### src/hw/rtl/depth_pseudocolor_ramp_defines.svh
// ----------------------------------------------------------------------------
// Assertion macros for the depth pseudo-color ramp
// Shared property templates used by the RTL assertions of this block.
// ----------------------------------------------------------------------------
`ifndef DEPTH_PSEUDOCOLOR_RAMP_DEFINES_SVH
`define DEPTH_PSEUDOCOLOR_RAMP_DEFINES_SVH

// Same-cycle implication, disabled while reset is asserted.
`define DPR_ASSERT_IMP(label, clk, rst_n, ante, cons, msg) \
	label: assert property (@(posedge clk) disable iff (!rst_n) (ante) |-> (cons)) \
		else $error(msg);

// Next-cycle implication, disabled while reset is asserted.
`define DPR_ASSERT_NXT(label, clk, rst_n, ante, cons, msg) \
	label: assert property (@(posedge clk) disable iff (!rst_n) (ante) |=> (cons)) \
		else $error(msg);

`endif

### src/hw/rtl/dpr_pkg.sv
// ----------------------------------------------------------------------------
// Depth pseudo-color ramp package
// Widths, constants and the record that flows down the divider chain.
// ----------------------------------------------------------------------------
`default_nettype none

package dpr_pkg;

	localparam int GRAY_W  = 8;
	localparam int SPAN_W  = 16;
	localparam int COLOR_W = 8;
	localparam int PROD_W  = GRAY_W + SPAN_W;
	// 510 * v with v < 2^16 needs 25 bits.
	localparam int NUM_W   = SPAN_W + 9;
	localparam int QUO_W   = COLOR_W;
	localparam int NUM_CELLS = QUO_W;
	// x / 255 is taken as (x * (2^24 + 2^16 + 2^8 + 2)) >> 32, exact for x < 2^24.
	localparam int RECIP_W = PROD_W + 25;
	localparam int RECIP_SHIFT = 32;

	localparam logic [COLOR_W-1:0] COLOR_MAX = '1;
	localparam logic [COLOR_W-1:0] COLOR_OFF = '0;

	localparam logic [SPAN_W-1:0] NEAR_RESET = 16'd0;
	localparam logic [SPAN_W-1:0] FAR_RESET  = 16'd255;

	localparam logic REG_NEAR = 1'b0;
	localparam logic REG_FAR  = 1'b1;

	typedef struct packed {
		logic               valid;
		logic               black;  // pixel shows as black
		logic               lower;  // lower half of the ramp: red is full
		logic [SPAN_W-1:0]  span;
		logic [NUM_W-1:0]   rem;
		logic [QUO_W-1:0]   quo;
	} div_t;

endpackage

`default_nettype wire

### src/hw/rtl/dpr_scale.sv
// ----------------------------------------------------------------------------
// Depth pseudo-color ramp front end
// Scales gray onto the span, picks the ramp half and builds the dividend.
// ----------------------------------------------------------------------------
`default_nettype none

module dpr_scale (
	input  wire logic                       clk,
	input  wire logic                       arst_n,
	input  wire logic                       en,
	input  wire logic                       in_valid,
	input  wire logic [dpr_pkg::GRAY_W-1:0] gray,
	input  wire logic [dpr_pkg::SPAN_W-1:0] span,
	input  wire logic                       span_ok,
	output dpr_pkg::div_t                   head
);

	logic                        valid_s1, valid_s2, valid_s3;
	logic [dpr_pkg::PROD_W-1:0]  prod_s1;
	logic [dpr_pkg::SPAN_W-1:0]  span_s1, span_s2, span_s3;
	logic                        ok_s1, ok_s2;
	logic [dpr_pkg::SPAN_W-1:0]  q_s2;
	logic                        black_s3, lower_s3;
	logic [dpr_pkg::NUM_W-1:0]   num_s3;

	logic [dpr_pkg::RECIP_W-1:0] recip_prod;
	logic [dpr_pkg::SPAN_W-1:0]  q_next;
	logic                        lower_next, black_next;
	logic [dpr_pkg::SPAN_W-1:0]  pick;
	logic [dpr_pkg::NUM_W-1:0]   pick_ext, num_next;

	always_ff @(posedge clk or negedge arst_n) begin
		if (!arst_n) begin
			valid_s1 <= 1'b0;
			valid_s2 <= 1'b0;
			valid_s3 <= 1'b0;
		end else if (en) begin
			valid_s1 <= in_valid;
			valid_s2 <= valid_s1;
			valid_s3 <= valid_s2;
		end
	end

	// Multiplication by the reciprocal of 255 as four shifted copies.
	assign recip_prod = (dpr_pkg::RECIP_W'(prod_s1) << 24) + (dpr_pkg::RECIP_W'(prod_s1) << 16)
		+ (dpr_pkg::RECIP_W'(prod_s1) << 8) + (dpr_pkg::RECIP_W'(prod_s1) << 1);
	assign q_next = recip_prod[dpr_pkg::RECIP_SHIFT +: dpr_pkg::SPAN_W];

	assign lower_next = {q_s2, 1'b0} < {1'b0, span_s2};
	assign black_next = !ok_s2 || (q_s2 == '0) || (q_s2 >= span_s2);
	assign pick       = lower_next ? q_s2 : span_s2 - q_s2;
	assign pick_ext   = dpr_pkg::NUM_W'(pick);
	// 510 * pick = 512 * pick - 2 * pick.
	assign num_next   = black_next ? '0 : (pick_ext << 9) - (pick_ext << 1);

	always_ff @(posedge clk) begin
		if (en) begin
			prod_s1  <= dpr_pkg::PROD_W'(gray) * dpr_pkg::PROD_W'(span);
			span_s1  <= span;
			ok_s1    <= span_ok;
			q_s2     <= q_next;
			span_s2  <= span_s1;
			ok_s2    <= ok_s1;
			black_s3 <= black_next;
			lower_s3 <= lower_next;
			num_s3   <= num_next;
			span_s3  <= span_s2;
		end
	end

	assign head.valid = valid_s3;
	assign head.black = black_s3;
	assign head.lower = lower_s3;
	assign head.span  = span_s3;
	assign head.rem   = num_s3;
	assign head.quo   = '0;

endmodule

`default_nettype wire

### src/hw/rtl/dpr_cell.sv
// ----------------------------------------------------------------------------
// Depth pseudo-color ramp divider cell
// One restoring-division step: settles one quotient bit and passes on.
// ----------------------------------------------------------------------------
`default_nettype none

module dpr_cell #(
	parameter int SHIFT = 0
) (
	input  wire logic clk,
	input  wire logic arst_n,
	input  wire logic en,
	input  wire dpr_pkg::div_t d_in,
	output dpr_pkg::div_t d_out
);

	logic [dpr_pkg::NUM_W-1:0] dvs;
	logic                      ge;
	dpr_pkg::div_t             nxt;
	logic                      valid_q;
	dpr_pkg::div_t             pay_q;

	assign dvs = dpr_pkg::NUM_W'(d_in.span) << SHIFT;
	assign ge  = d_in.rem >= dvs;

	always_comb begin
		nxt     = d_in;
		nxt.rem = ge ? d_in.rem - dvs : d_in.rem;
		nxt.quo = d_in.quo | (dpr_pkg::QUO_W'(ge) << SHIFT);
	end

	always_ff @(posedge clk or negedge arst_n) begin
		if (!arst_n) begin
			valid_q <= 1'b0;
		end else if (en) begin
			valid_q <= d_in.valid;
		end
	end

	always_ff @(posedge clk) begin
		if (en) begin
			pay_q <= nxt;
		end
	end

	always_comb begin
		d_out       = pay_q;
		d_out.valid = valid_q;
	end

endmodule

`default_nettype wire

### src/hw/rtl/depth_pseudocolor_ramp.sv
// ----------------------------------------------------------------------------
// Depth pseudo-color ramp
// Maps an 8-bit gray pixel onto a red-to-green ramp over the configured span.
// ----------------------------------------------------------------------------
// The block takes one pixel every clock while the output is not stalled and
// passes it through three scaling stages, a row of eight divider cells that
// each settle one bit of the ramp channel, and the output register. A stall
// on the output side freezes the whole pipeline, and s_tready follows it.
// near_distance and far_distance may be written only while no pixel is in
// flight.
`default_nettype none

`include "depth_pseudocolor_ramp_defines.svh"

module depth_pseudocolor_ramp (
	input  wire logic                        clk,
	input  wire logic                        arst_n,
	input  wire logic                        cfg_we,
	input  wire logic                        cfg_index,
	input  wire logic [dpr_pkg::SPAN_W-1:0]  cfg_wdata,
	input  wire logic                        s_tvalid,
	output logic                             s_tready,
	input  wire logic [7:0]                  s_tdata,  // [7:0] gray_level
	output logic                             m_tvalid,
	input  wire logic                        m_tready,
	output logic [23:0]                      m_tdata   // red_level, green_level, blue_level
);

	logic [dpr_pkg::SPAN_W-1:0] near_q, far_q;
	logic [dpr_pkg::SPAN_W-1:0] span;
	logic                       span_ok;
	logic                       advance;
	dpr_pkg::div_t              chain [0:dpr_pkg::NUM_CELLS];
	logic                       m_tvalid_q;
	logic [23:0]                m_tdata_q;
	logic [dpr_pkg::COLOR_W-1:0] red_next, green_next;

	always_ff @(posedge clk or negedge arst_n) begin
		if (!arst_n) begin
			near_q <= dpr_pkg::NEAR_RESET;
			far_q  <= dpr_pkg::FAR_RESET;
		end else if (cfg_we) begin
			unique case (cfg_index)
				dpr_pkg::REG_NEAR: near_q <= cfg_wdata;
				dpr_pkg::REG_FAR:  far_q  <= cfg_wdata;
				default:           near_q <= near_q;
			endcase
		end
	end

	assign span    = far_q - near_q;
	assign span_ok = far_q > near_q;

	assign advance  = !m_tvalid_q || m_tready;
	assign s_tready = advance;

	dpr_scale u_scale (
		.clk      (clk),
		.arst_n   (arst_n),
		.en       (advance),
		.in_valid (s_tvalid),
		.gray     (s_tdata[dpr_pkg::GRAY_W-1:0]),
		.span     (span),
		.span_ok  (span_ok),
		.head     (chain[0])
	);

	for (genvar i = 0; i < dpr_pkg::NUM_CELLS; i++) begin : g_cell
		dpr_cell #(
			.SHIFT (dpr_pkg::NUM_CELLS - 1 - i)
		) u_cell (
			.clk    (clk),
			.arst_n (arst_n),
			.en     (advance),
			.d_in   (chain[i]),
			.d_out  (chain[i+1])
		);
	end

	always_comb begin
		priority if (chain[dpr_pkg::NUM_CELLS].black) begin
			red_next   = dpr_pkg::COLOR_OFF;
			green_next = dpr_pkg::COLOR_OFF;
		end else if (chain[dpr_pkg::NUM_CELLS].lower) begin
			red_next   = dpr_pkg::COLOR_MAX;
			green_next = chain[dpr_pkg::NUM_CELLS].quo;
		end else begin
			red_next   = chain[dpr_pkg::NUM_CELLS].quo;
			green_next = dpr_pkg::COLOR_MAX;
		end
	end

	always_ff @(posedge clk or negedge arst_n) begin
		if (!arst_n) begin
			m_tvalid_q <= 1'b0;
		end else if (advance) begin
			m_tvalid_q <= chain[dpr_pkg::NUM_CELLS].valid;
		end
	end

	always_ff @(posedge clk) begin
		if (advance) begin
			m_tdata_q <= {dpr_pkg::COLOR_OFF, green_next, red_next};
		end
	end

	assign m_tvalid = m_tvalid_q;
	assign m_tdata  = m_tdata_q;

	// Outside black, one of the two channels is always at full scale.
	`DPR_ASSERT_IMP(a_ramp_full_channel, clk, arst_n, m_tvalid_q, (m_tdata_q[7:0] == dpr_pkg::COLOR_MAX) || (m_tdata_q[15:8] == dpr_pkg::COLOR_MAX) || (m_tdata_q[15:0] == 16'h0000), "neither channel full on a colored pixel")
	// An empty or reversed span must reach the end of the chain as black.
	`DPR_ASSERT_IMP(a_bad_span_black, clk, arst_n, chain[dpr_pkg::NUM_CELLS].valid && !span_ok, chain[dpr_pkg::NUM_CELLS].black, "pixel with empty span not black")
	// A stall freezes the tail of the divider chain.
	`DPR_ASSERT_NXT(a_tail_frozen, clk, arst_n, !advance, $stable(chain[dpr_pkg::NUM_CELLS].valid) && $stable(chain[dpr_pkg::NUM_CELLS].quo), "divider tail moved during stall")

endmodule

`default_nettype wire

### config.mk
export PLATFORM = sky130hd
export DESIGN_NAME = depth_pseudocolor_ramp
export DESIGN_NICKNAME = d
export VERILOG_FILES = /design/src/hw/rtl/dpr_pkg.sv /design/src/hw/rtl/dpr_scale.sv /design/src/hw/rtl/dpr_cell.sv /design/src/hw/rtl/depth_pseudocolor_ramp.sv
export VERILOG_INCLUDE_DIRS = /design/src /design/src/hw/rtl
export SDC_FILE = /design/constraint.sdc
export NUM_CORES = 1
export LEC_CHECK = 0
export ABC_CLOCK_PERIOD_IN_PS = 16900
export BUFFER_PORTS_ARGS = -buffer_cell sky130_fd_sc_hd__buf_2
export CORE_MARGIN = 5
export CORE_UTILIZATION = 45
export DETAILED_ROUTE_END_ITERATION = 16
export HOLD_SLACK_MARGIN = 0.1
export PLACE_DENSITY = 0.69
export SETUP_SLACK_MARGIN = 0.02
export SYNTH_ARGS = -nofsm -noshare
export SYNTH_HDL_FRONTEND = slang
export SYNTH_SLANG_ARGS = --single-unit
### constraint.sdc
create_clock -name clk -period 16.9 [get_ports clk]
set_input_delay 3.38 -clock clk [delete_from_list [all_inputs] [get_ports clk]]
set_output_delay 3.38 -clock clk [all_outputs]
set_load 0.05 [all_outputs]
=== Word-level counts from Yosys, hierarchy flattened ===
Index checks and enable logic that the tools add are counted.

* Multiplexer cells: 10
* Add/subtract/negate cells: 13
* Bitwise logic cells: 8
* Reductions and logical operators: 8
* Shifts and indexed selects: 0
* Multipliers: 1
* Magnitude comparators: 11
* Eq/ne operators: 0
* Div/mod/pow operators: 0

{| class="wikitable"
|+ Operator list
! cell !! count
|-
| $mux W25 || 7
|-
| $sub A25 B17 Y25 || 2
|-
| $add A48 B25 Y48 || 1
|-
| $add A48 B32 Y48 || 1
|-
| $add A48 B40 Y48 || 1
|-
| $sub A16 B16 Y16 || 2
|-
| $ge A25 B16 Y1 || 1
|-
| $ge A25 B17 Y1 || 1
|-
| $ge A25 B18 Y1 || 1
|-
| $ge A25 B19 Y1 || 1
|-
| $ge A25 B20 Y1 || 1
|-
| $ge A25 B21 Y1 || 1
|-
| $ge A25 B22 Y1 || 1
|-
| $ge A25 B23 Y1 || 1
|-
| $sub A25 B18 Y25 || 1
|-
| $sub A25 B19 Y25 || 1
|-
| $sub A25 B20 Y25 || 1
|-
| $sub A25 B21 Y25 || 1
|-
| $sub A25 B22 Y25 || 1
|-
| $sub A25 B23 Y25 || 1
|-
| $mul A8 B16 Y24 || 1
|-
| $lt A17 B16 Y1 || 1
|-
| $ge A16 B16 Y1 || 1
|-
| $gt A16 B16 Y1 || 1
|-
| 14 further kinds || 19
|}

* Output and inout port bits: 26
* Bits in read-only memories: 0
* Memories kept: 0
* RAM bits: 0
* Input port bits: 30
* Latch bits: 0
* Bits in registers: 537

=== Longest topological paths before layout ===
* Depth in word-level cells: 3
* Gate-level depth with buffers: 30
* Depth with buffers taken out: 30

=== Cells and area by module ===
From an unflattened synthesis, not the netlist that was laid out.

* Cell total of the unflattened synthesis: 3278
* Area, all modules: 37126.9 um2

{| class="wikitable"
|+ By module, submodules not included
! module !! area each (um2) !! cells an instance !! instances !! seq. area each (um2)
|-
| dpr_scale || 12019.0 || 1152 || 1 || 3558.4
|-
| dpr_cell (g_cell[6].u_cell) || 2934.1 || 252 || 1 || 1556.5
|-
| dpr_cell (g_cell[5].u_cell) || 2846.5 || 249 || 1 || 1556.5
|-
| dpr_cell (g_cell[7].u_cell) || 2837.7 || 233 || 1 || 1556.5
|-
| dpr_cell (g_cell[0].u_cell) || 2798.9 || 209 || 1 || 1556.5
|-
| dpr_cell (g_cell[4].u_cell) || 2776.4 || 235 || 1 || 1556.5
|-
| dpr_cell (g_cell[1].u_cell) || 2747.6 || 234 || 1 || 1556.5
|-
| dpr_cell (g_cell[3].u_cell) || 2735.1 || 220 || 1 || 1556.5
|-
| depth_pseudocolor_ramp || 2730.1 || 269 || 1 || 1316.3
|-
| dpr_cell (g_cell[2].u_cell) || 2701.3 || 225 || 1 || 1556.5
|}

=== Least setup slack after synthesis ===
No wires, ideal clock.

* Path type: input to output
* Start point: input m_tready
* End point: output s_tready
* Data required time: 13.520 ns
* Path slack: 0.637 ns
* Path buffers: 1
* Stages: 3
* Arrival: 12.883 ns
* Path through: nor2b_1 -> clkbuf_1 -> inv_1

* Longest elaborated chain between the ends: 1

{| class="wikitable"
|+ RTL lines
! element !! RTL line !! RTL
|-
| from (decl) || depth_pseudocolor_ramp.sv:25 || <nowiki>input wire logic m_tready,</nowiki>
|-
| $logic_or A1 B1 Y1 || depth_pseudocolor_ramp.sv:54 || <nowiki>assign advance = !m_tvalid_q || m_tready;</nowiki>
|-
| to (decl) || depth_pseudocolor_ramp.sv:22 || <nowiki>output logic s_tready,</nowiki>
|}

No other way between the ends.

=== Final worst setup path ===
Same ends and word-level chain as after synthesis.

==> impl_metrics.json <==
{
  "crit_buf_inv": 4,
  "cts_buffer_depth": 3,
  "cts.root.buffer_cell": "clkbuf_16",
  "clkLatencyLatePin_ps": 660,
  "area_growth_syn_to_layout_pct": 10.2,
  "min_path_type": "reg -> reg",
  "top_reg_cell_synth": "edfxtp_1",
  "grt_remaining_overflow": 0,
  "detail_route.wirelength_mm": 61.9,
  "floorplan.initialDensity_pct": 45.4,
  "cts.htree.levels": 2,
  "synth_enable_flop_cells": 464,
  "setup.worst_path.class": "in -> out",
  "worst_setup_path_endpoint": "s_tready",
  "synth_area_sq_um": 32500,
  "r2r_start": "far_q[0]$_DFFE_PN1P_",
  "fp-row-count": 98,
  "r2r_setup_slack_ps": 9530,
  "final_min_period_over_clock_period_pct": 47.9,
  "cp_cell_sequence": "buf_2, nor2b_1, buf_4, inv_8, buf_2",
  "timing_worst_slew_pin_value_ps": 1270,
  "boundaryPins": 56,
  "first_global_vias": 21000,
  "design.final.nets": 3442,
  "grt_antenna_before_repair": 1,
  "detailed_route_iter0_violations": 936,
  "path_common_cell": "buf_2",
  "core-area_sq_um": 71600,
  "critical_path.slowest_cell": "inv_8",
  "floorplan.die.width_microns": 279,
  "fmax_mhz": 124,
  "drtPass1Iterations": 5,
  "detailroute.via_count": 21000,
  "max-slew-margin-rel_pct": 14.6,
  "synthDistinctLibCells": 94,
  "port-buffer-count": 47,
  "die_area_sq_um": 77800,
  "timing.final.hold_violations": 0,
  "maximum_number_of_pins_on_one_net_before_global_route_repair": 190,
  "outcome": "finished clean",
  "die-height_microns": 279,
  "syn_inst": 2924,
  "slew_viol_final": 0,
  "average_wire_per_cell_in_the_routed_design_microns": 15.5,
  "synthArstFlopShare_pct": 8.66,
  "syn_warnings": 0,
  "global_route.usage.total_pct": 15.7,
  "startpoint_type": "primary input",
  "clock_skew_ps": 70.5,
  "timing.setup.tns_ps": 0,
  "worstPathMaxFanout": 118,
  "timing.rr.end": "u_scale.prod_s1[23]$_DFFE_PP_",
  "cts_tree": "yes",
  "top_library_cells_by_usage_in_the_layout_fill_and_taps_aside": "464 x edfxtp_1, 349 x inv_1, 303 x ha_1",
  "drv.max_cap_violation_count": 0,
  "cts.clk_slew.worst_paths_ps": 60,
  "antenna-diode-count": 0,
  "timing.final.setup_violations": 0,
  "seq_area_frac_synth_pct": 46.2,
  "count_of_hold_buffers_inserted_by_post_cts_repair": 0,
  "numCtsBuffers": 57,
  "grt_pass1_wl_mm": 102,
  "mostFrequentLayoutCell": "edfxtp_1",
  "grt_setup_unrepaired": "no",
  "critical-path-top-delay-family": "buffers and inverters",
  "post_route_cells_drive_above_1_share_pct": 8.93,
  "drc": 0,
  "ant_nets": 0,
  "ff2ff_path_depth": 24,
  "slowest_delay_ps": 520,
  "hpwl_mm": 46.9,
  "worst_ep_required_time_ps": 13520,
  "post-route-util_pct": 50.1,
  "post_cts_buffers": 0,
  "gp_congestion": 0.864,
  "post_cts_resized": 0,
  "number_of_synthesized_register_bits": 508,
  "syn_area_per_cell_sq_um": 11.1,
  "worstSetupEndpointType": "output pin",
  "critical_path_arrival_ps": 4710,
  "cp.depth": 5,
  "critical_path.startpoint": "m_tready",
  "clock_net_sink_count": 508,
  "final.min_clock_period_ps": 8090,
  "vias_per_cell": 5.26
}
-- state kept, by name, summed over array words and instances (netlist names), 8 cells and up --
signal and cells:
u_scale.q_s2 16, near_q 16, m_tdata 16, u_scale.prod_s1 24, u_scale.span_s3 16, g_cell.u_cell.d_out 332, u_scale.span_s1 16, far_q 16
g_cell.u_cell.valid_q 8, u_scale.num_s3 24, u_scale.span_s2 16
-- area by class of cell --
type | instances | area (sq um)
clock buffers | 73 | 1510
fillers | 6333 | 35800
well taps | 950 | 1190
flip-flops and latches | 508 | 15000
clock inverters | 34 | 427
inverters | 350 | 1320
multi-input cells | 2016 | 16000
repair buffers | 66 | 390
-- metal layers --
layer  part of all wire, %  vias to the layer above  global-route usage (%)
li1                      -                    10600                       -
met1                    40                    10000                    17.6
met2                    54                      309                    30.2
met3                   3.1                      125                    2.20
met4                   3.6                        0                    5.82
met5                     0                        -                       0
-- metrics by stage --
step                hold slack, ps  instance area (sq um)  setup slack [ps]  instances
floorplan                      400                  32600               637       2931
global placement               401                  33900              8370       3890
detailed placement             405                  33900              8360       3890
CTS                            401                  35800              8820       3997
global route                   415                  35800              8720       3997
finish                         406                  35800              8810       3997
-- synthesized netlist by cell type, types with 57 or more instances --
library cell | count | area (sq um)
fa_1 | 110 | 2200
and2_1 | 108 | 676
a21oi_1 | 198 | 991
o21ai_0 | 93 | 465
nor3_1 | 67 | 335
xnor2_1 | 106 | 928
a21o_1 | 57 | 428
edfxtp_1 | 464 | 13900
nor2_1 | 222 | 833
xor2_1 | 72 | 631
ha_1 | 303 | 3790
nand2_1 | 146 | 548
inv_1 | 350 | 1310
-- worst min-delay path by stage --
stage,from,cells after the start,slack (ps),end
after floorplan,u_scale.lower_s3$_DFFE_PP_,0,400,g_cell[0].u_cell.d_out[49]$_DFFE_PP_
after CTS,g_cell[0].u_cell.d_out[45]$_DFFE_PP_,0,400,g_cell[1].u_cell.d_out[45]$_DFFE_PP_
after global routing,g_cell[0].u_cell.d_out[45]$_DFFE_PP_,0,410,g_cell[1].u_cell.d_out[45]$_DFFE_PP_
after detailed placement,g_cell[5].u_cell.d_out[6]$_DFFE_PP_,0,400,g_cell[6].u_cell.d_out[6]$_DFFE_PP_
final,g_cell[0].u_cell.d_out[45]$_DFFE_PP_,0,410,g_cell[1].u_cell.d_out[45]$_DFFE_PP_
after global placement,u_scale.span_s1[3]$_DFFE_PP_,0,400,u_scale.span_s2[3]$_DFFE_PP_
-- cells by family after synthesis --
group / after synthesis / synth area share (%)
xor gates and xnor gates: 179 / 4.84
buffers and inverters: 407 / 4.81
DFF: 508 / 46.2
other: 1 / 0.0115
and+or+nand+nor: 788 / 12.1
AOI/OAI and AO/OA: 571 / 11.6
adders and majority gates: 413 / 18.4
muxes: 57 / 1.96
-- worst register-to-register path, stage by stage, from the launching register on --
cell and delay (ps):
dfstp_2 520, inv_1 40, ha_1 190, nor2b_1 110, o21ai_0 90, a21boi_0 340
o211ai_1 150, a21oi_1 150, nor2_1 70, xnor2_1 970, and2_1 270, fa_1 430
fa_1 480, fa_1 560, inv_1 60, fa_1 530, inv_1 40, ha_1 250
o41ai_1 430, o21ai_0 220, o41ai_2 410, o311ai_0 260, a31o_2 280, a21oi_1 170
xnor2_1 80
Power is left out: the tool's default activity adds up to more than one toggle a clock period on the data nets, which glitch-free logic cannot reach.
